$ cat config.mk
export PLATFORM = sky130hd
export DESIGN_NAME = deq_slot
export DESIGN_NICKNAME = d
export VERILOG_FILES = /design/src/rtl/deq_slot.sv
export SDC_FILE = /design/constraint.sdc
export NUM_CORES = 1
export LEC_CHECK = 0
export ABC_CLOCK_PERIOD_IN_PS = 1300
export BUFFER_PORTS_ARGS = -buffer_cell sky130_fd_sc_hd__buf_2
export CORE_AREA = 2 2 39 41
export DETAILED_ROUTE_END_ITERATION = 10
export DIE_AREA = 0 0 41 43
export PLACE_DENSITY = 0.55
export SLEW_MARGIN = 30
export SYNTH_ARGS = -nofsm -noshare
export SYNTH_HDL_FRONTEND = slang
export SYNTH_SLANG_ARGS = --single-unit
$ cat constraint.sdc
create_clock -name vclk -period 1.3
set_input_delay 0 -clock vclk [all_inputs]
set_output_delay 0 -clock vclk [all_outputs]
set_load 0.05 [all_outputs]
$ cat src/rtl/deq_slot.sv
// Ring address unit: maps an offset from the front entry to a physical slot.
module deq_slot #(
    parameter int DEPTH = 256,
    parameter int AW    = 8
) (
    input  logic [AW-1:0] head,
    input  logic [AW-1:0] offset,
    output logic [AW-1:0] slot
);

    logic [AW:0] sum;

    // One add and one compare-subtract folds the sum back into the ring.
    always_comb begin
        sum = {1'b0, head} + {1'b0, offset};
        if (sum >= (AW+1)'(DEPTH)) begin
            sum = sum - (AW+1)'(DEPTH);
        end
        slot = sum[AW-1:0];
    end

endmodule

==> flow_summary.ini <==
[timing]
final-hold-violation-count = 0
finalMaxSlewViolations = 0
rsz_0062_raised_after_global_routing = true
fin_crit_ns = 1.31
final.hold.worst_slack_ns = 0.420
fin_ws_ns = -0.00832
fmaxAchievable_ghz = 0.764
slew_headroom_pct = 78.5
setup_viol_count_final = 2
final.period_utilization_pct = 101
tightestPinTransition_ns = 0.319

[pwr]
p_per_area_mw_per_mm2 = 739
static-leakage-power_nw = 0.315
power.ir.vdd_worst_v = 0.000304

[global_routing]
global_route.overflow_total = 0
grt_use_total_pct = 10.1
grt_pass1_wl_um = 1350
grt_max_degree = 7
first_global_vias = 381
number_of_antenna_violations_at_the_first_check_in_global_routing = 0

[floorplanning]
top_level_ports = 24
core_box_area_mm2 = 0.00138
number_of_core_rows = 14
die_height_um = 43
starting_density_pct = 24.0
fp.dieW_um = 41
design.die.area_mm2 = 0.00176

[worst_setup_path]
critical_path.max_stage_delay_ns = 0.32
critPathKind = in -> out
worstSetupPathDepth = 9
timing.critical_path.cells = buf_6, ha_4, inv_2, fa_2, nor2b_4, o31a_1, buf_4, a21oi_4, buf_6
path_max_fanout = 3
crit_required_ns = 1.30
start_kind = primary input
crit_buf_inv = 4
critPathMostFrequentCell = sky130_fd_sc_hd__buf_6
cp_top_delay_family = buffers and inverters
timing.critical_path.arrival_ns = 1.31
end_kind = output port
timing.critical_path.slowest_stage_cell = sky130_fd_sc_hd__o31a_1

[finish]
clock_buffer_count = 0
post-route-util_pct = 48.6
layout-drive-gt1-share_pct = 62.7
postLayoutCellArea_um2 = 673
fillCellCount = 148
area_growth_syn_to_layout_pct = 103
antenna_cells = 0
final-seq-area_um2 = 0
sequential_cell_total = 0
fin_nets = 101

[route]
antenna_violating_nets_post_route = 0
routed_wirelength_um = 833
number_of_vias_after_detailed_routing = 432
drc = 0
drt_iter0_drc = 1
drt-wirelength-per-cell_um = 9.15
drt-vias-per-instance = 4.75
drt-pass1-iter-count = 3

[synth]
synthTopCellsByArea = sky130_fd_sc_hd__ha_1 26%, sky130_fd_sc_hd__a21oi_1 7.5%, sky130_fd_sc_hd__o211ai_1 6.8%
syn_nets = 66
synth.avg_cell_area_um2 = 7.89
synth_cells = 42
synth.yosys.warnings = 0
synth_sequential_area_ratio_pct = 0
yosysTopAreaCellShare_pct = 26.4
netlist_area_um2 = 332
post_synth_num_cell_types = 23
synth_top_area_cell = sky130_fd_sc_hd__ha_1

[job]
maxCapViolCount = 0

[status]
failed_checks = setup timing
outcome = finished with violations

[place]
gp_congestion = 0.688
hpwlAfterDp_um = 741
place_area_um2 = 589
buffers_on_ports = 24

[worst_hold_path]
hold-path-cell-count = 3
hold_path_class = in -> out
logic make-up (layout without fill, tap and decap cells):
group / count (synthesis) / in the layout / share of synthesized area (%)
compound gates: 18 / 18 / 37.4
xor+xnor: 4 / 4 / 10.6
fa+ha+maj: 8 / 8 / 32.5
buf+inv: 5 / 38 / 5.66
simple gates: 7 / 7 / 14.0
power breakdown:
group	switching (W)	internal, W	total, W
registers	0	0	0
clock network	0	0	0
logic	0.000295	0.000202	0.000498
stage by stage:
step	cells	worst slack, ns	setup TNS [ns]	total power [W]
floorplan	42	-0.155	-0.166	0.000328
global placement	91	-0.288	-0.544	0.000441
detailed placement	91	-0.309	-0.607	0.000444
CTS	91	-0.0437	-0.0864	0.000482
global route	91	-0.0429	-0.0793	0.000535
finish	91	-0.00832	-0.0143	0.000498
area by class of cell:
cell class | count | area (um2) | area share (%)
timing repair buffer | 33 | 221 | 32.9
multi-input combinational | 37 | 413 | 61.3
tap | 16 | 20.0 | 2.97
inverter | 5 | 18.8 | 2.79
synth_stat cells:
cell type and number:
sky130_fd_sc_hd__nor2b_4 1, sky130_fd_sc_hd__o21a_1 1, sky130_fd_sc_hd__nor2b_1 1, sky130_fd_sc_hd__a211oi_1 1
sky130_fd_sc_hd__a21o_1 1, sky130_fd_sc_hd__a221oi_1 1, sky130_fd_sc_hd__nand2_1 1, sky130_fd_sc_hd__xor2_1 2
sky130_fd_sc_hd__nor3_1 1, sky130_fd_sc_hd__a21oi_1 5, sky130_fd_sc_hd__xnor2_1 2, sky130_fd_sc_hd__o311ai_0 1
sky130_fd_sc_hd__ha_1 7, sky130_fd_sc_hd__o2bb2ai_1 1, sky130_fd_sc_hd__inv_1 5, sky130_fd_sc_hd__o31a_1 1
sky130_fd_sc_hd__o21ai_0 2, sky130_fd_sc_hd__fa_1 1, sky130_fd_sc_hd__o311ai_1 1, sky130_fd_sc_hd__nor2_1 1
sky130_fd_sc_hd__nor3b_1 1, sky130_fd_sc_hd__o211ai_1 3, sky130_fd_sc_hd__nand2b_1 1
layout by cell type (no fill, tap or decap), types with 2 or more instances in the layout:
cell and n:
sky130_fd_sc_hd__ha_1 5, sky130_fd_sc_hd__o211ai_1 3, sky130_fd_sc_hd__ha_4 2, sky130_fd_sc_hd__buf_6 5, sky130_fd_sc_hd__a21oi_1 3, sky130_fd_sc_hd__inv_1 4, sky130_fd_sc_hd__buf_2 18, sky130_fd_sc_hd__buf_4 10
metal layers:
layer	GRT usage, %	vias up	share of wire [%]
li1	-	230	-
met1	13.7	188	45
met2	18.1	14	48
met3	0	0	7.1
met4	0	0	0
met5	0	-	0
final timing paths:
check	from	end	slack [ns]
setup / recovery	head[0]	slot[4]	-0.008
hold / removal	offset[0]	slot[0]	0.42
repair_timing:
item	CTS	global route
hold buffers	0	0
setup buffers	0	0
gates cloned	0	0
resized for setup	14	6
pin swaps	4	5
endpoints found under the hold margin	0	0
endpoints found under the setup margin	4	5
Power figures use the tool's default switching activity.
